===== src/hw/rtl/lps_pkg.sv =====
`timescale 1ns / 1ps
// ----------------------------------------------------------------------------
// lps_pkg
// Types and fixed constants shared by the line pixel stepper modules.
// ----------------------------------------------------------------------------
package lps_pkg;

   // Screen dimension registers and the frame address have fixed widths.
   localparam int DIM_BITS  = 12;
   localparam int ADDR_BITS = 23;

   // Command codes carried on the request side.
   localparam logic CMD_START   = 1'b0;
   localparam logic CMD_ADVANCE = 1'b1;

   // Register indexes of the configuration port.
   localparam logic REG_WIDTH  = 1'b0;
   localparam logic REG_HEIGHT = 1'b1;

   typedef enum logic [1:0] {
      LINE_VERT    = 2'd0,
      LINE_HORZ    = 2'd1,
      LINE_SHALLOW = 2'd2,
      LINE_STEEP   = 2'd3
   } line_mode_type;

   typedef struct packed {
      logic active;
      logic last;
   } walk_flags_type;

   typedef struct packed {
      logic active;
      logic last;
      logic on_screen;
   } clip_flags_type;

endpackage


===== src/hw/rtl/lps_walker.sv =====
`timescale 1ns / 1ps
// ----------------------------------------------------------------------------
// lps_walker
// Holds the line state, loads endpoints on a start word and steps one pixel
// per accepted word, registering the reported pixel.
// ----------------------------------------------------------------------------
module lps_walker #(
   parameter int COORD_BITS = 13
) (
   input  logic                         clock,
   input  logic                         reset,
   input  logic                         in_valid,
   output logic                         in_ready,
   input  logic                         in_command,
   input  logic signed [COORD_BITS-1:0] in_start_x,
   input  logic signed [COORD_BITS-1:0] in_start_y,
   input  logic signed [COORD_BITS-1:0] in_end_x,
   input  logic signed [COORD_BITS-1:0] in_end_y,
   output logic                         out_valid,
   input  logic                         out_ready,
   output lps_pkg::walk_flags_type      out_flags,
   output logic signed [COORD_BITS-1:0] out_x,
   output logic signed [COORD_BITS-1:0] out_y
);
   import lps_pkg::*;

   localparam int DIFF_BITS = COORD_BITS + 1;
   localparam int DEC_BITS  = COORD_BITS + 3;
   localparam logic signed [COORD_BITS-1:0] ONE = COORD_BITS'(1);

   logic                         line_active_ff, line_active_in;
   logic signed [COORD_BITS-1:0] cur_x_ff, cur_x_in, cur_y_ff, cur_y_in;
   logic signed [COORD_BITS-1:0] stop_x_ff, stop_x_in, stop_y_ff, stop_y_in;
   logic signed [DEC_BITS-1:0]   decision_ff, decision_in;
   logic signed [DEC_BITS-1:0]   straight_ff, straight_in, diagonal_ff, diagonal_in;
   line_mode_type                mode_ff, mode_in;
   logic                         ydir_ff, ydir_in;

   logic                         ov_ff, ov_in;
   walk_flags_type               oflags_ff, oflags_in;
   logic signed [COORD_BITS-1:0] ox_ff, ox_in, oy_ff, oy_in;

   logic                         fire, start;
   logic                         is_vert, is_horz, swap, steep;
   logic signed [COORD_BITS-1:0] ax, ay, bx, by;
   logic signed [DIFF_BITS-1:0]  dx, dy, ady;
   logic signed [DEC_BITS-1:0]   dxd, adyd;
   logic signed [DEC_BITS-1:0]   ld_dec, ld_str, ld_dia;
   line_mode_type                ld_mode;

   logic                         s_active, s_ydir, last;
   logic signed [COORD_BITS-1:0] s_x, s_y, s_sx, s_sy, y_step;
   logic signed [DEC_BITS-1:0]   s_dec, s_str, s_dia;
   line_mode_type                s_mode;

   assign in_ready  = !ov_ff || out_ready;
   assign fire      = in_valid && in_ready;
   assign start     = in_command == CMD_START;
   assign out_valid = ov_ff;
   assign out_flags = oflags_ff;
   assign out_x     = ox_ff;
   assign out_y     = oy_ff;

   // Endpoint ordering and Bresenham set-up for a start word.
   always_comb begin
      is_vert = in_start_x == in_end_x;
      is_horz = in_start_y == in_end_y;
      swap    = is_vert ? (in_start_y > in_end_y) : (in_start_x > in_end_x);
      ax      = swap ? in_end_x : in_start_x;
      ay      = swap ? in_end_y : in_start_y;
      bx      = swap ? in_start_x : in_end_x;
      by      = swap ? in_start_y : in_end_y;
      dx      = DIFF_BITS'(bx) - DIFF_BITS'(ax);
      dy      = DIFF_BITS'(by) - DIFF_BITS'(ay);
      ady     = dy[DIFF_BITS-1] ? -dy : dy;
      steep   = ady > dx;
      dxd     = DEC_BITS'(dx);
      adyd    = DEC_BITS'(ady);
      if (is_vert) begin
         ld_mode = LINE_VERT;
      end else if (is_horz) begin
         ld_mode = LINE_HORZ;
      end else if (steep) begin
         ld_mode = LINE_STEEP;
      end else begin
         ld_mode = LINE_SHALLOW;
      end
      if (is_vert || is_horz) begin
         ld_dec = '0;
         ld_str = '0;
         ld_dia = '0;
      end else if (steep) begin
         ld_dec = dxd + dxd - adyd;
         ld_str = dxd + dxd;
         ld_dia = (dxd - adyd) + (dxd - adyd);
      end else begin
         ld_dec = adyd + adyd - dxd;
         ld_str = adyd + adyd;
         ld_dia = (adyd - dxd) + (adyd - dxd);
      end
   end

   // Report the current pixel, then step or finish the line.
   always_comb begin
      s_active = start ? 1'b1 : line_active_ff;
      s_x      = start ? ax : cur_x_ff;
      s_y      = start ? ay : cur_y_ff;
      s_sx     = start ? bx : stop_x_ff;
      s_sy     = start ? by : stop_y_ff;
      s_dec    = start ? ld_dec : decision_ff;
      s_str    = start ? ld_str : straight_ff;
      s_dia    = start ? ld_dia : diagonal_ff;
      s_mode   = start ? ld_mode : mode_ff;
      s_ydir   = start ? (!(is_vert || is_horz) && dy[DIFF_BITS-1]) : ydir_ff;

      if (s_mode == LINE_HORZ || s_mode == LINE_SHALLOW) begin
         last = s_x == s_sx;
      end else begin
         last = s_y == s_sy;
      end
      y_step = s_ydir ? s_y - ONE : s_y + ONE;

      cur_x_in    = s_x;
      cur_y_in    = s_y;
      decision_in = s_dec;
      case (s_mode)
         LINE_VERT: begin
            cur_y_in = s_y + ONE;
         end
         LINE_HORZ: begin
            cur_x_in = s_x + ONE;
         end
         LINE_SHALLOW: begin
            if (s_dec > 0) begin
               decision_in = s_dec + s_dia;
               cur_y_in    = y_step;
            end else begin
               decision_in = s_dec + s_str;
            end
            cur_x_in = s_x + ONE;
         end
         LINE_STEEP: begin
            if (s_dec >= 0) begin
               decision_in = s_dec + s_dia;
               cur_x_in    = s_x + ONE;
            end else begin
               decision_in = s_dec + s_str;
            end
            cur_y_in = y_step;
         end
         default: begin
            cur_x_in = s_x;
         end
      endcase

      line_active_in = line_active_ff;
      stop_x_in      = stop_x_ff;
      stop_y_in      = stop_y_ff;
      straight_in    = straight_ff;
      diagonal_in    = diagonal_ff;
      mode_in        = mode_ff;
      ydir_in        = ydir_ff;
      if (fire) begin
         line_active_in = s_active && !last;
         stop_x_in      = s_sx;
         stop_y_in      = s_sy;
         straight_in    = s_str;
         diagonal_in    = s_dia;
         mode_in        = s_mode;
         ydir_in        = s_ydir;
         if (!s_active || last) begin
            cur_x_in    = s_x;
            cur_y_in    = s_y;
            decision_in = s_dec;
         end
      end else begin
         cur_x_in    = cur_x_ff;
         cur_y_in    = cur_y_ff;
         decision_in = decision_ff;
      end

      ov_in     = ov_ff && !out_ready;
      oflags_in = oflags_ff;
      ox_in     = ox_ff;
      oy_in     = oy_ff;
      if (fire) begin
         ov_in            = 1'b1;
         oflags_in.active = s_active;
         oflags_in.last   = s_active && last;
         ox_in            = s_active ? s_x : '0;
         oy_in            = s_active ? s_y : '0;
      end
   end

   always_ff @(posedge clock) begin
      if (reset) begin
         line_active_ff <= 1'b0;
         cur_x_ff       <= '0;
         cur_y_ff       <= '0;
         stop_x_ff      <= '0;
         stop_y_ff      <= '0;
         decision_ff    <= '0;
         straight_ff    <= '0;
         diagonal_ff    <= '0;
         mode_ff        <= LINE_VERT;
         ydir_ff        <= 1'b0;
         ov_ff          <= 1'b0;
      end else begin
         line_active_ff <= line_active_in;
         cur_x_ff       <= cur_x_in;
         cur_y_ff       <= cur_y_in;
         stop_x_ff      <= stop_x_in;
         stop_y_ff      <= stop_y_in;
         decision_ff    <= decision_in;
         straight_ff    <= straight_in;
         diagonal_ff    <= diagonal_in;
         mode_ff        <= mode_in;
         ydir_ff        <= ydir_in;
         ov_ff          <= ov_in;
      end
   end

   always_ff @(posedge clock) begin
      oflags_ff <= oflags_in;
      ox_ff     <= ox_in;
      oy_ff     <= oy_in;
   end

`ifndef NO_ASSERTIONS
   // A start word always reports a pixel of the new line.
   a_start_reports: assert property (@(posedge clock) disable iff (reset)
      fire && start |=> ov_ff && oflags_ff.active)
      else $error("start word did not report an active pixel");

   // Once the final pixel has gone out, the walker is idle.
   a_last_idles: assert property (@(posedge clock) disable iff (reset)
      fire && s_active && last |=> !line_active_ff)
      else $error("line still active after its final pixel");
`endif

endmodule


===== src/hw/rtl/lps_clip.sv =====
`timescale 1ns / 1ps
// ----------------------------------------------------------------------------
// lps_clip
// Tests a reported pixel against the screen and works out its flipped row.
// ----------------------------------------------------------------------------
module lps_clip #(
   parameter int COORD_BITS = 13
) (
   input  logic                             clock,
   input  logic                             reset,
   input  logic [lps_pkg::DIM_BITS-1:0]     screen_width,
   input  logic [lps_pkg::DIM_BITS-1:0]     screen_height,
   input  logic                             in_valid,
   output logic                             in_ready,
   input  lps_pkg::walk_flags_type          in_flags,
   input  logic signed [COORD_BITS-1:0]     in_x,
   input  logic signed [COORD_BITS-1:0]     in_y,
   output logic                             out_valid,
   input  logic                             out_ready,
   output lps_pkg::clip_flags_type          out_flags,
   output logic [lps_pkg::DIM_BITS-1:0]     out_row,
   output logic signed [COORD_BITS-1:0]     out_x,
   output logic signed [COORD_BITS-1:0]     out_y
);
   import lps_pkg::*;

   localparam int CMP_BITS = ((COORD_BITS > DIM_BITS) ? COORD_BITS : DIM_BITS + 1) + 1;

   logic                         cv_ff, cv_in;
   clip_flags_type               cflags_ff, cflags_in;
   logic [DIM_BITS-1:0]          row_ff, row_in;
   logic signed [COORD_BITS-1:0] x_ff, y_ff;
   logic signed [CMP_BITS-1:0]   xs, ys, ws, hs, diff;
   logic                         vis;

   assign in_ready  = !cv_ff || out_ready;
   assign out_valid = cv_ff;
   assign out_flags = cflags_ff;
   assign out_row   = row_ff;
   assign out_x     = x_ff;
   assign out_y     = y_ff;

   always_comb begin
      xs   = CMP_BITS'(in_x);
      ys   = CMP_BITS'(in_y);
      ws   = CMP_BITS'(screen_width);
      hs   = CMP_BITS'(screen_height);
      vis  = in_flags.active && xs >= 1 && xs <= ws && ys >= 1 && ys <= hs;
      diff = hs - ys;
      row_in              = vis ? diff[DIM_BITS-1:0] : '0;
      cflags_in.active    = in_flags.active;
      cflags_in.last      = in_flags.last;
      cflags_in.on_screen = vis;
      cv_in               = in_valid || (cv_ff && !out_ready);
   end

   always_ff @(posedge clock) begin
      if (reset) begin
         cv_ff <= 1'b0;
      end else begin
         cv_ff <= cv_in;
      end
   end

   always_ff @(posedge clock) begin
      if (in_ready) begin
         cflags_ff <= cflags_in;
         row_ff    <= row_in;
         x_ff      <= in_x;
         y_ff      <= in_y;
      end
   end

endmodule


===== src/hw/rtl/lps_address.sv =====
`timescale 1ns / 1ps
// ----------------------------------------------------------------------------
// lps_address
// Forms the frame word index row*width+x and holds the result word.
// ----------------------------------------------------------------------------
module lps_address #(
   parameter int COORD_BITS = 13
) (
   input  logic                              clock,
   input  logic                              reset,
   input  logic [lps_pkg::DIM_BITS-1:0]      screen_width,
   input  logic                              in_valid,
   output logic                              in_ready,
   input  lps_pkg::clip_flags_type           in_flags,
   input  logic [lps_pkg::DIM_BITS-1:0]      in_row,
   input  logic signed [COORD_BITS-1:0]      in_x,
   input  logic signed [COORD_BITS-1:0]      in_y,
   output logic                              out_valid,
   input  logic                              out_ready,
   output lps_pkg::clip_flags_type           out_flags,
   output logic signed [COORD_BITS-1:0]      out_x,
   output logic signed [COORD_BITS-1:0]      out_y,
   output logic [lps_pkg::ADDR_BITS-1:0]     out_address
);
   import lps_pkg::*;

   localparam int PROD_BITS = 2 * DIM_BITS;

   logic                         av_ff, av_in;
   clip_flags_type               aflags_ff;
   logic signed [COORD_BITS-1:0] x_ff, y_ff;
   logic [ADDR_BITS-1:0]         addr_ff, addr_in;
   logic [PROD_BITS-1:0]         product, sum, x_wide;

   assign in_ready    = !av_ff || out_ready;
   assign out_valid   = av_ff;
   assign out_flags   = aflags_ff;
   assign out_x       = x_ff;
   assign out_y       = y_ff;
   assign out_address = addr_ff;

   always_comb begin
      // An on-screen x is positive, so its sign extension is its value.
      x_wide  = PROD_BITS'(in_x);
      product = PROD_BITS'(in_row) * PROD_BITS'(screen_width);
      sum     = product + x_wide;
      addr_in = in_flags.on_screen ? sum[ADDR_BITS-1:0] : '0;
      av_in   = in_valid || (av_ff && !out_ready);
   end

   always_ff @(posedge clock) begin
      if (reset) begin
         av_ff <= 1'b0;
      end else begin
         av_ff <= av_in;
      end
   end

   always_ff @(posedge clock) begin
      if (in_ready) begin
         aflags_ff <= in_flags;
         x_ff      <= in_x;
         y_ff      <= in_y;
         addr_ff   <= addr_in;
      end
   end

`ifndef NO_ASSERTIONS
   a_offscreen_zero: assert property (@(posedge clock) disable iff (reset)
      av_ff && !aflags_ff.on_screen |-> addr_ff == '0)
      else $error("off-screen pixel carries a non-zero address");

   a_onscreen_active: assert property (@(posedge clock) disable iff (reset)
      av_ff && aflags_ff.on_screen |-> aflags_ff.active)
      else $error("on-screen flag set on an idle word");
`endif

endmodule


===== src/hw/rtl/line_pixel_stepper.sv =====
`timescale 1ns / 1ps
// ----------------------------------------------------------------------------
// line_pixel_stepper
// Line walker: one pixel word out for every command word in.
// ----------------------------------------------------------------------------
// The req stream carries a command in req_tuser: a start word loads two
// endpoints from req_tdata and reports the first pixel, an advance word
// reports the next pixel of the running line. Every request word yields
// exactly one rsp word: pixel x, y and frame address (height-y)*width+x in
// rsp_tdata, the active and on-screen flags in rsp_tuser, and rsp_tlast on
// the final pixel. An advance with no line running returns an all-zero word.
// A result word passes the walker output, clip and address registers before
// it is presented on rsp; one word is accepted every cycle while rsp_tready
// keeps the pipeline moving. The screen width and height registers sit at
// byte addresses 0 and 4 of the csr port; a write keeps its low 12 bits, and
// values above the maximum screen size saturate. Write them only while no
// words are in flight. Reset clears the line state and the pipeline and sets
// the screen to 640 by 480. If rsp_tready is held low the pipeline fills,
// and req_tready then drops until the result word is taken.
// ----------------------------------------------------------------------------
module line_pixel_stepper #(
   parameter int COORD_BITS = 13,
   parameter int SCREEN_MAX = 2048
) (
   input  logic                     clock,
   input  logic                     reset,
   input  logic                     req_tvalid,
   output logic                     req_tready,
   // start_x, start_y, end_x, end_y
   input  logic [((4*COORD_BITS+7)/8)*8-1:0] req_tdata,
   // command
   input  logic [0:0]               req_tuser,
   output logic                     rsp_tvalid,
   input  logic                     rsp_tready,
   // pixel_x, pixel_y, pixel_address
   output logic [((2*COORD_BITS+lps_pkg::ADDR_BITS+7)/8)*8-1:0] rsp_tdata,
   // active, on_screen
   output logic [1:0]               rsp_tuser,
   output logic                     rsp_tlast,
   input  logic                     csr_psel,
   input  logic                     csr_penable,
   input  logic                     csr_pwrite,
   input  logic [2:0]               csr_paddr,
   input  logic [31:0]              csr_pwdata,
   output logic [31:0]              csr_prdata,
   output logic                     csr_pready
);
   import lps_pkg::*;

   localparam int RSP_DATA_BITS = ((2 * COORD_BITS + ADDR_BITS + 7) / 8) * 8;

   logic [DIM_BITS-1:0]          width_ff, width_in, height_ff, height_in;
   logic [DIM_BITS-1:0]          wvalue, wsat;
   logic                         csr_write;

   logic                         w_valid, w_ready;
   walk_flags_type               w_flags;
   logic signed [COORD_BITS-1:0] w_x, w_y;
   logic                         c_valid, c_ready;
   clip_flags_type               c_flags;
   logic [DIM_BITS-1:0]          c_row;
   logic signed [COORD_BITS-1:0] c_x, c_y;
   clip_flags_type               a_flags;
   logic signed [COORD_BITS-1:0] a_x, a_y;
   logic [ADDR_BITS-1:0]         a_address;

   // Configuration registers.
   assign csr_pready = 1'b1;
   assign csr_write  = csr_psel && csr_penable && csr_pwrite && csr_pready;

   always_comb begin
      wvalue = csr_pwdata[DIM_BITS-1:0];
      wsat   = ((DIM_BITS + 1)'(wvalue) > (DIM_BITS + 1)'(SCREEN_MAX)) ?
               DIM_BITS'(SCREEN_MAX) : wvalue;
      width_in  = width_ff;
      height_in = height_ff;
      if (csr_write) begin
         case (csr_paddr[2])
            REG_WIDTH:  width_in  = wsat;
            REG_HEIGHT: height_in = wsat;
            default:    width_in  = width_ff;
         endcase
      end
      case (csr_paddr[2])
         REG_WIDTH:  csr_prdata = 32'(width_ff);
         REG_HEIGHT: csr_prdata = 32'(height_ff);
         default:    csr_prdata = '0;
      endcase
   end

   always_ff @(posedge clock) begin
      if (reset) begin
         width_ff  <= DIM_BITS'(640);
         height_ff <= DIM_BITS'(480);
      end else begin
         width_ff  <= width_in;
         height_ff <= height_in;
      end
   end

   lps_walker #(.COORD_BITS(COORD_BITS)) u_walker (
      .clock      (clock),
      .reset      (reset),
      .in_valid   (req_tvalid),
      .in_ready   (req_tready),
      .in_command (req_tuser[0]),
      .in_start_x (req_tdata[COORD_BITS-1:0]),
      .in_start_y (req_tdata[2*COORD_BITS-1:COORD_BITS]),
      .in_end_x   (req_tdata[3*COORD_BITS-1:2*COORD_BITS]),
      .in_end_y   (req_tdata[4*COORD_BITS-1:3*COORD_BITS]),
      .out_valid  (w_valid),
      .out_ready  (w_ready),
      .out_flags  (w_flags),
      .out_x      (w_x),
      .out_y      (w_y)
   );

   lps_clip #(.COORD_BITS(COORD_BITS)) u_clip (
      .clock         (clock),
      .reset         (reset),
      .screen_width  (width_ff),
      .screen_height (height_ff),
      .in_valid      (w_valid),
      .in_ready      (w_ready),
      .in_flags      (w_flags),
      .in_x          (w_x),
      .in_y          (w_y),
      .out_valid     (c_valid),
      .out_ready     (c_ready),
      .out_flags     (c_flags),
      .out_row       (c_row),
      .out_x         (c_x),
      .out_y         (c_y)
   );

   lps_address #(.COORD_BITS(COORD_BITS)) u_address (
      .clock        (clock),
      .reset        (reset),
      .screen_width (width_ff),
      .in_valid     (c_valid),
      .in_ready     (c_ready),
      .in_flags     (c_flags),
      .in_row       (c_row),
      .in_x         (c_x),
      .in_y         (c_y),
      .out_valid    (rsp_tvalid),
      .out_ready    (rsp_tready),
      .out_flags    (a_flags),
      .out_x        (a_x),
      .out_y        (a_y),
      .out_address  (a_address)
   );

   assign rsp_tdata = RSP_DATA_BITS'({a_address, a_y, a_x});
   assign rsp_tuser = {a_flags.on_screen, a_flags.active};
   assign rsp_tlast = a_flags.last;

endmodule


===== config.mk =====
export PLATFORM = sky130hd
export DESIGN_NAME = line_pixel_stepper
export DESIGN_NICKNAME = d
export VERILOG_FILES = /design/src/hw/rtl/lps_pkg.sv /design/src/hw/rtl/lps_walker.sv /design/src/hw/rtl/lps_clip.sv /design/src/hw/rtl/lps_address.sv /design/src/hw/rtl/line_pixel_stepper.sv
export SDC_FILE = /design/constraint.sdc
export NUM_CORES = 1
export LEC_CHECK = 0
export BUFFER_PORTS_ARGS = -buffer_cell sky130_fd_sc_hd__buf_2
export CORE_MARGIN = 5
export CORE_UTILIZATION = 47
export CTS_CLUSTER_DIAMETER = 80
export DETAILED_ROUTE_END_ITERATION = 8
export PLACE_DENSITY = 0.77
export SLEW_MARGIN = 10
export SYNTH_ARGS = -nofsm -noshare
export SYNTH_HDL_FRONTEND = slang
export SYNTH_SLANG_ARGS = --single-unit

===== constraint.sdc =====
create_clock -name clock -period 16.7 [get_ports clock]
set_input_delay 2.505 -clock clock [delete_from_list [all_inputs] [get_ports clock]]
set_output_delay 2.505 -clock clock [all_outputs]
set_load 0.01 [all_outputs]

---- Word-level counts from Yosys, hierarchy flattened ----
Cells that the tools add are included.
W data, S select, Z words.
word-level totals
  bits of input ports ..................... 99
  register bits ........................... 252
  logic and storage cells ................. 142
operators by class
  multiplexer cells ....................... 40
  bitwise gates (word level) .............. 1
  multipliers ............................. 1
  equality and inequality tests ........... 7
  add/subtract/negate cells ............... 18
  reductions and logical operators ........ 34
  order comparisons ....................... 10
operator list
  operator                 number
  $mux W16                 12
  $mux W13                 13
  $add A16 B16 Y16         4
  $pmux W32 S2             1
  $eq A13 B13 Y1           4
  $pmux W13 S3             1
  $pmux W16 S2             1
  $sub A15 B14 Y16         2
  $add A14 B14 Y15         2
  $sub A14 B14 Y15         2
  $sub A13 B13 Y14         2
  $add A13 B2 Y13 const B  2
  $ge A13 B2 Y1 const B    2
  $gt A13 B13 Y1           2
  $le A13 B13 Y1           2
  $pmux W13 S2             1
  $add A23 B23 Y23         1
  $mul A12 B12 Y23         1
  $ge A16 B1 Y1 const B    1
  $gt A16 B1 Y1 const B    1
  $gt A14 B14 Y1           1
  $mux W14                 1
  $neg A14 Y14             1
  $logic_and A1 B1 Y1      13
  14 further kinds         38

---- Logic depth before layout (Yosys ltp) ----
Gate-level depths: netlist of the first run.
  depth after elaboration ................. 16
  gate-level depth with buffers ........... 55

---- Hierarchy ----
From an unflattened synthesis of the first run, not the netlist that was laid out.
second synthesis, totals
  cell total of the unflattened synthesis .. 3282
  area, all modules ....................... 26548.0 um2
by module, submodules not included
  module              instances  seq. area each (um2)  area each (um2)  cells an instance
  lps_walker          1          2942.8                15578.7          2192
  lps_address         1          1581.5                7086.8           713
  lps_clip            1          1251.2                2578.7           227
  line_pixel_stepper  1          480.5                 1303.8           150

---- Least setup slack after synthesis of the first run ----
No wires, ideal clock.
  path kind ............................... input-to-reg
  start point ............................. input req_tdata[32]
  end point ............................... register u_walker.decision_ff[15]
  cell stages on the path ................. 49
  setup time .............................. 116 ps
  arrival time ............................ 13196 ps
  path slack .............................. 3389 ps
  path buffers ............................ 12
  cells stage by stage .................... inv_1 -> ha_1 -> buf_2 -> nand4_1 -> nor4_4 -> and3_4 -> o21ai_2 -> nand2_2 -> buf_2 -> buf_1 -> clkbuf_1 -> clkbuf_1 -> clkbuf_1 -> clkbuf_1 -> nor3_1 -> a21oi_1 -> ha_1 -> nor2_1 -> [... 13 more ...] -> clkbuf_1 -> clkbuf_1 -> buf_1 -> clkbuf_1 -> clkbuf_1 -> o21ai_0 -> a22oi_1 -> inv_1 -> ha_1 -> a21o_1 -> a21oi_1 -> o41ai_1 -> a221oi_1 -> o31ai_1 -> nand2_1 -> o211ai_1 -> or4_1 -> a31o_1
between the ends
  elaborated cells between the ends (all ways) .. 54
  classes of those cells .................. add/sub (13); order compare (4); eq/ne (6); mux (28); reduce/logical (3)
RTL lines
  what                                                       RTL line                              source
  from (decl)                                                line_pixel_stepper.sv:30              input logic [((4*COORD_BITS+7)/8)*8-1:0] req_tdata,
  $gt A13 B13 Y1 / $eq A13 B13 Y1 (equally long branches)    lps_walker.sv:68, lps_walker.sv:66
  $mux W1                                                    lps_walker.sv:68                      swap = is_vert ? (in_start_y > in_end_y) : (in_start_x > in_end_x);
  $mux W13, on equally long branches                         lps_walker.sv:72, lps_walker.sv:70
  $sub A13 B13 Y14                                           lps_walker.sv:74                      dy = DIFF_BITS'(by) - DIFF_BITS'(ay);
  $neg A14 Y14                                               lps_walker.sv:75                      ady = dy[DIFF_BITS-1] ? -dy : dy;
  $mux W14                                                   lps_walker.sv:75
  $add A14 B14 Y15 / $gt A14 B14 Y1 (equally long branches)  lps_walker.sv:98, lps_walker.sv:76
  $mux W16                                                   lps_walker.sv:92                      end else if (steep) begin
  $mux W16 (*)                                               lps_walker.sv:88                      if (is_vert || is_horz) begin
  $mux W16 (*)                                               lps_walker.sv:111                     s_str = start ? ld_str : straight_ff;
  named net u_walker.s_str[1]                                lps_walker.sv:53                      logic signed [DEC_BITS-1:0] s_dec, s_str, s_dia;
  $add A16 B16 Y16 (*)                                       lps_walker.sv:138, lps_walker.sv:147
  $mux W16, on equally long branches                         lps_walker.sv:143, lps_walker.sv:134
  $pmux W16 S2 (*)                                           lps_walker.sv:126                     case (s_mode)
  $mux W16 (*)                                               lps_walker.sv:171                     if (!s_active || last) begin
  to (signal assigned)                                       lps_walker.sv:214                     decision_ff <= decision_in;
  to (decl)                                                  lps_walker.sv:34                      logic signed [DEC_BITS-1:0] decision_ff, decision_in;
Mark *: on every way through the listed nets, which the timed path passes. The rest lies on a longest branch.
A chain may end at the register's enable or synchronous reset.

---- Worst setup path after layout of the first run ----
  start point ............................. input req_tdata[45]
  end point ............................... register u_walker.decision_ff[14]
between the ends
  cells in the longest elaborated chain, start to end .. 16
  elaborated cells between the ends (all ways) .. 54
  classes of those cells .................. add/sub (13); order compare (4); eq/ne (6); mux (28); reduce/logical (3)
ends and longest elaborated chain
  what                                                       RTL line
  branches (longest 15 deep; another with $add A16 B16 Y16)  -
  $mux W16 (*)                                               lps_walker.sv:171
Every way passes the cells marked *.

==> results.md, run 1 <==
* Critical path launch point type: input pin
* Least-Margin Pin Slew at 1.19 ns
* Share of Yosys cell area claimed by the top area cell type at 0.140
* Initial Utilization at 0.472
* # resized after CTS at 0
* Longest Clk Path Bufs at 3
* Die area at 59900 um2
* Max_cap viols at 0
* Largest net degree at the start of global routing at 88
* Delay-heaviest family, CP: compound AO/OA/AOI/OAI gates
* Fin cells at 3937
* I/O Buffers at 138
* Layout cells sized above 1 at 0.0869
* Area contributors post-synth: edfxtp_1 14%, ha_1 10%, dfxtp_1 10%
* Finished Core Util at 0.514
* Worst vdd ir at 0.000129 V
* DR pass1 iterations at 6
* Clock skew at 0.0157 ns
* TritonCTS clock tree: done
* Final TNS setup at 0 ns
* Final hold vios at 0
* Leakage at 12.7 nW
* Total number of vias at 23900
* Top FF cell, synth: dfxtp_1
* R2R Path Start: width_ff[2]
* First-pass GRT wire length at 124000 um
* Antenna viol nets, final at 0
* Final WL at 79500 um
* DRC viols at 0
* Worst Path Required at 17.20 ns
* RePlAce Congestion at 1.02
* Yosys reg bits at 252
* Drt wl/cell at 20.2 um
* Filler cell count at 5075
* Core Region at 54800 um2
* Post-synth top area cell: edfxtp_1
* Status: complete, no violations
* Vias per cell at 6.06
* Iteration-0 DRC Markers at 2546
* Number of setup violations in the final report at 0
* Switching part of the total at 0.468
* Multi-input gate area at 17800 um2
* Clock buffers created by TritonCTS at 30
* RSZ-0062 raised after global routing: false
* Postcts setup bufs at 0
* Post-Syn Area at 25900 um2
* I/O pin count at 193
* Register area at 6260 um2
* Switching pwr at 1.85 mW
* Yosys warns at 0
* Clock-pin slew of the registers on the worst-case setup and hold paths at 0.06 ns
* Number of cells produced by synthesis at 3168
* DPL Wire Length at 60000 um
* Crit-path max FO at 46
* Max Transition Viols Final at 0
* Logic pwr share at 0.611
* Initial antenna violation count at 1
* Hold Buf Count CTS at 0
* Nets at 3647
* CTS H-tree depth at 1
* Cells after DPL at 3882
* Vias in the first global route at 22300
* Syn Area/Cell at 8.17 um2
* Post-synth cell types at 107
* CTS root buf: clkbuf_16
* Sink Count at 252
* Worst Setup SP: req_tdata[45]
* Grt ovf at 0
* Rel. slew slack at 0.203
* Seq/Total Area, Yosys at 0.242
* Die height at 245 um
* Pre-CTS WS at 2.86 ns
* Rows at 86
* Skew-Pair Late Insertion Delay at 0.61 ns
* Final WS setup at 3.09 ns
* Minimum clock period at 13.61 ns
* Synthesis-to-finish area growth at 8.69%
* Power per cell area at 140 nW/um2
* CP Buf/Inv Count at 5
* CP max stage delay at 0.60 ns
* Hold slack at 0.418 ns
* Worst Path Class, Setup: in2reg
* Worst Setup End Kind: flip-flop
* Data arrival, critical path at 14.11 ns
* Post-synth EDFFs at 121
* CP max stage cell: ha_1
* Worst min path class: reg2reg
* Internal Pwr Total at 2.10 mW
* Sequential Power Share at 0.198
* Fin crit share at 0.815
* Fraction of power consumed by the clock network at 0.191
* Async SR Flop Fraction at 0
* Fmax at 73.5 MHz
* Die width at 245 um
* Tot GR Track Use at 0.255
* Diode count at 0
* Hold Startpoint: u_clip.out_y[0]
-- worst paths after layout --
| check | slack (ns) | cells past startpoint | end |
|---|---|---|---|
| worst max-delay path | 3.09 | 45 | u_walker.decision_ff[14] |
| worst min-delay path | 0.42 | 0 | u_address.out_y[0] |
| worst max register to register | 9.53 | 27 | u_address.out_address[22] |
| worst min register to register | 0.42 | 0 | u_address.out_y[0] |
-- power groups by stage --
stage               clock [mW]  sequential [mW]  combinational, mW
floorplan                    0            0.769               1.78
global placement             0            0.791               2.30
detailed placement           0            0.792               2.33
CTS                      0.765            0.779               2.35
global route             0.789            0.788               2.62
finish                   0.754            0.781               2.41
-- worst reg2reg max path: stages, from the launching register on --
cell and delay, ns:
dfxtp_1 0.70, nand2_1 0.17, fa_1 0.56, inv_1 0.05
fa_1 0.45, ha_1 0.31, ha_1 0.28, inv_1 0.05
fa_1 0.52, inv_1 0.06, ha_1 0.29, a21o_1 0.18
a21oi_1 0.23, o21bai_1 0.10, a21oi_1 0.23, o21bai_1 0.09
a21oi_1 0.24, o21bai_1 0.11, a21oi_1 0.26, o21bai_1 0.13
a21oi_1 0.25, o21bai_1 0.12, a21oi_1 0.23, o21bai_1 0.12
a2111oi_0 0.67, o31ai_1 0.21, xnor2_1 0.16, and2_1 0.16
-- placed cells by master (no fill, tap or decap), drive strengths merged, types with 13 or more instances in the layout --
cell and count:
clkbuf 42, nor3 43, nand2b 36, buf 165
and3 23, a31oi 45, inv 304, o31ai 15
ha 211, o211ai 21, or3 16, nand4 23
mux2i 42, conb 28, o221ai 13, o21ai 172
nor3b 16, a21o 51, nor4 49, fa 127
edfxtp 121, a311oi 22, a211oi 38, dfxtp 131
and2 94, xor2 50, o21bai 22, a22oi 31
nor2 224, nor2b 41, a21oi 220, xnor2 100
nand3 76, nand2 394, o21a 21
-- registers in the layout, indices dropped and copies added (netlist names), 3 cells and up, named ones only --
name,flops
height_ff,12
u_address.out_address,23
u_address.out_flags,3
u_address.out_x,13
u_address.out_y,13
u_clip.out_flags,3
u_clip.out_row,12
u_clip.out_x,13
u_clip.out_y,13
u_walker.cur_x_ff,13
u_walker.cur_y_ff,13
u_walker.decision_ff,16
u_walker.diagonal_ff,15
u_walker.out_x,13
u_walker.out_y,13
u_walker.stop_x_ff,13
u_walker.stop_y_ff,13
u_walker.straight_ff,15
width_ff,12
-- cell families (layout without fill, tap and decap cells) --
| group | Yosys count | after routing | synth area share |
|---|---|---|---|
| simple gates | 1071 | 1071 | 0.198 |
| compound gates | 818 | 818 | 0.212 |
| buf+inv | 485 | 524 | 0.0756 |
| fa+ha+maj | 339 | 339 | 0.201 |
| flops | 252 | 252 | 0.242 |
| xor+xnor | 152 | 152 | 0.0525 |
| mux | 49 | 49 | 0.0194 |
| other cells | 2 | 28 | 0.000290 |
-- per-layer routing --
metal,vias to the layer above,routed length (um),track usage
met5,-,13,0
met4,2,3610,0.0957
met2,1205,36800,0.426
met1,11200,31300,0.330
met3,224,7740,0.0466
li1,11200,-,-
-- per-stage QoR --
stage                     area, um2  total power [mW]
after floorplan               26000              2.55
after global placement        27000              3.09
after detailed placement      27000              3.12
after CTS                     28100              3.89
after global routing          28100              4.20
final                         28100              3.95
-- synthesized netlist by cell type, drive strengths merged (57+ instances only) --
| master | count |
|---|---|
| dfxtp | 131 |
| inv | 303 |
| clkbuf | 124 |
| a21oi | 220 |
| edfxtp | 121 |
| nand2 | 394 |
| buf | 57 |
| o21ai | 172 |
| and2 | 94 |
| nand3 | 76 |
| nor2 | 224 |
| ha | 211 |
| xnor2 | 100 |
| fa | 127 |
-- cell type report --
| class | count | area share |
|---|---|---|
| well taps | 704 | 0.0313 |
| inverters | 304 | 0.0407 |
| multi-input cells | 2457 | 0.633 |
| clock inverters | 13 | 0.00805 |
| clock buffers | 42 | 0.0327 |
| repair buffers | 165 | 0.0319 |
| flip-flops and latches | 252 | 0.222 |
No activity file was read; power rests on OpenSTA's default activity.
==> inputs of run 2 (changes only) <==
--- a/config.mk
+++ b/config.mk
@@ -10,7 +10,7 @@
 export CORE_UTILIZATION = 47
 export CTS_CLUSTER_DIAMETER = 80
 export DETAILED_ROUTE_END_ITERATION = 8
-export PLACE_DENSITY = 0.77
+export PLACE_DENSITY = 0.79
 export SLEW_MARGIN = 10
 export SYNTH_ARGS = -nofsm -noshare
 export SYNTH_HDL_FRONTEND = slang
==> constraint.sdc (replaced) <==
create_clock -name clock -period 11.6 [get_ports clock]
set_input_delay 1.74 -clock clock [delete_from_list [all_inputs] [get_ports clock]]
set_output_delay 1.74 -clock clock [all_outputs]
set_load 0.01 [all_outputs]
==> results.md, run 2 (synthesis gave the netlist of run 1 again) <==
* Status: complete, no violations
* Clock skew at 0.0143 ns (-0.00132 ns)
* RSZ-0062 raised after global routing: false
* Final TNS setup at 0 ns (unchanged)
* Fin cells at 4011 (+1.9%)
* Clock buffers created by TritonCTS at 30 (unchanged)
* Grt ovf at 0 (unchanged)
* Filler cell count at 5129 (+1.1%)
* Pre-CTS WS at 0.347 ns (-2.52 ns)
* RePlAce Congestion at 0.990 (-3.3%)
* Initial antenna violation count at 0 (-1)
* DRC viols at 0 (unchanged)
* Fin crit share at 0.940
* Die width at 245 um (unchanged)
* Layout cells sized above 1 at 0.106 (+0.0190)
* Vias per cell at 5.99 (-1.1%)
* Antenna viol nets, final at 0 (unchanged)
* Most frequent cells in the layout: 390 x nand2_1, 299 x inv_1, 220 x nor2_1
* Switching part of the total at 0.471 (+0.00288)
* Final hold vios at 0 (unchanged)
* Clock-pin slew of the registers on the worst-case setup and hold paths at 0.06 ns (about the same)
* Fmax at 91.7 MHz
* Minimum clock period at 10.90 ns
* Worst Setup SP: req_tdata[43]
* Worst Setup End Kind: flip-flop
* Least-Margin Pin Slew at 1.16 ns (-0.0314 ns)
* Delay-heaviest family, CP: compound AO/OA/AOI/OAI gates
* DPL Wire Length at 61400 um (+2.3%)
* Internal Pwr Total at 3.04 mW (+45%)
* RR Endpoint: u_address.out_address[22]
* Hold Startpoint: u_clip.out_y[10]
* R2R depth at 28 (+3.7%)
* Hold path depth at 0 (unchanged)
* Die height at 245 um (unchanged)
* Sink Count at 252 (unchanged)
* # resized after CTS at 0 (unchanged)
* CP Buf/Inv Count at 4 (-1)
* Worst Path Class, Setup: in2reg
* I/O Buffers at 138 (unchanged)
* R2R Path Start: width_ff[0]
* Drt wl/cell at 20.0 um (-1.2%)
* Register area at 6260 um2 (unchanged)
* Postcts setup bufs at 0 (unchanged)
* CP max stage delay at 0.65 ns (+0.05 ns)
* Hold Buf Count CTS at 0 (unchanged)
* Leakage at 13.0 nW (+2.2%)
* Critical path launch point type: input pin
* Max FFs per register at 23 (unchanged)
* Final WL at 80000 um (+0.70%)
* CTS root buf: clkbuf_16
* Switching pwr at 2.70 mW (+46%)
* Number of setup violations in the final report at 0 (unchanged)
* Logic pwr share at 0.637 (+0.026)
* Sequential Power Share at 0.196 (-0.002)
* CTS H-tree depth at 1 (unchanged)
* Skew-Pair Late Insertion Delay at 0.59 ns (-0.02 ns)
* Max Transition Viols Final at 0 (unchanged)
* Worst vdd ir at 0.000163 V (+26%)
* Cells after DPL at 3953 (+1.8%)
* Vias in the first global route at 22600 (+1.4%)
* Nets at 3718 (+1.9%)
* Worst Path Required at 12.08 ns (-5.12 ns)
* First-pass GRT wire length at 124000 um (+0.38%)
* Data arrival, critical path at 11.39 ns (-2.72 ns)
* Crit-path max FO at 9 (-80%)
* Fraction of power consumed by the clock network at 0.167 (-0.024)
* Largest net degree at the start of global routing at 87 (-1.1%)
* Most common cell after layout, fill and taps aside: nand2_1
* Tot GR Track Use at 0.256 (+0.00136)
* Total number of vias at 24000 (+0.76%)
* Die area at 59900 um2 (unchanged)
* I/O pin count at 193 (unchanged)
* Longest Clk Path Bufs at 3 (unchanged)
* Rel. slew slack at 0.225 (+0.0221)
* Final WS setup at 0.696 ns (-2.40 ns)
* CP max stage cell: nor2_1
* Power per cell area at 201 nW/um2 (+43%)
* Initial Utilization at 0.472 (unchanged)
* DR pass1 iterations at 6 (unchanged)
* Rows at 86 (unchanged)
* R2R setup slack at 4.29 ns (-5.24 ns)
* Multi-input gate area at 17800 um2 (about the same)
* Hold Path Sink: u_address.out_y[10]
* Core Region at 54800 um2 (unchanged)
* Max_cap viols at 0 (unchanged)
* Iteration-0 DRC Markers at 2840 (+12%)
* TritonCTS clock tree: done
* Worst min path class: reg2reg
* Synthesis-to-finish area growth at 10.2%
[run 2: changes by cell type in the layout (fill, tap and decap cells not counted), moves of 2 or more]
cell and change:
clkbuf_1 +2, bufinv_16 -4, diode_2 +2, clkbuf_16 -3
clkinv_1 +2, buf_4 +71, inv_8 +2, clkinv_4 +2
[run 2: worst max path at each step]
stage                                          end  slack [ns]  cells after the start
after global placement    u_walker.decision_ff[14]        0.53                     39
after global routing      u_walker.decision_ff[14]        0.20                     44
after detailed placement  u_walker.decision_ff[14]        0.35                     39
after floorplan              u_walker.cur_x_ff[12]       0.006                     48
after CTS                 u_walker.decision_ff[14]        0.93                     39
final                     u_walker.decision_ff[15]        0.70                     41
[run 2: power groups by stage]
stage                     clock network [mW]  logic [mW]  registers, mW
after floorplan                            0        2.58           1.11
after global placement                     0        3.51           1.14
after detailed placement                   0        3.55           1.14
after CTS                              0.969        3.58           1.12
after global routing                    1.01        3.99           1.13
final                                  0.960        3.66           1.12
[run 2: area by class of cell]
class	instances	area share
clock inverter	16	0.00566
sequential	252	0.219
tap	704	0.0309
multi-input combinational	2457	0.624
clock buffer	40	0.0294
antenna	2	0.000175
timing repair buffer	236	0.0502
inverter	304	0.0401
[run 2: worst reg2reg max path: cells and delay by family (launching register included)]
family	cells	cell delay (ns)
XOR/XNOR	1	0.16
AND/OR/NAND/NOR	2	0.32
AO/OA/AOI/OAI	13	2.82
flip-flops	1	0.73
buffers and inverters	6	0.32
adder cells (fa/ha/maj)	6	2.70
[run 2: per-stage QoR]
step / area (um2) / util / total power [mW] / hold slack [ns]
2_1_floorplan: 26000 / - / 3.69 / 0.400
3_3_place_gp: 27500 / 0.502 / 4.65 / 0.404
3_5_place_dp: 27500 / 0.502 / 4.69 / 0.405
4_1_cts: 28500 / 0.521 / 5.67 / 0.419
5_1_grt: 28500 / 0.521 / 6.12 / 0.427
6_report: 28500 / 0.521 / 5.74 / 0.419
[run 2: per-layer routing]
layer / GRT usage / routed length, um / vias up
li1: - / - / 11300
met1: 0.344 / 32200 / 11400
met2: 0.424 / 36800 / 1140
met3: 0.0403 / 7780 / 210
met4: 0.0863 / 3310 / 0
met5: 0 / 0 / -
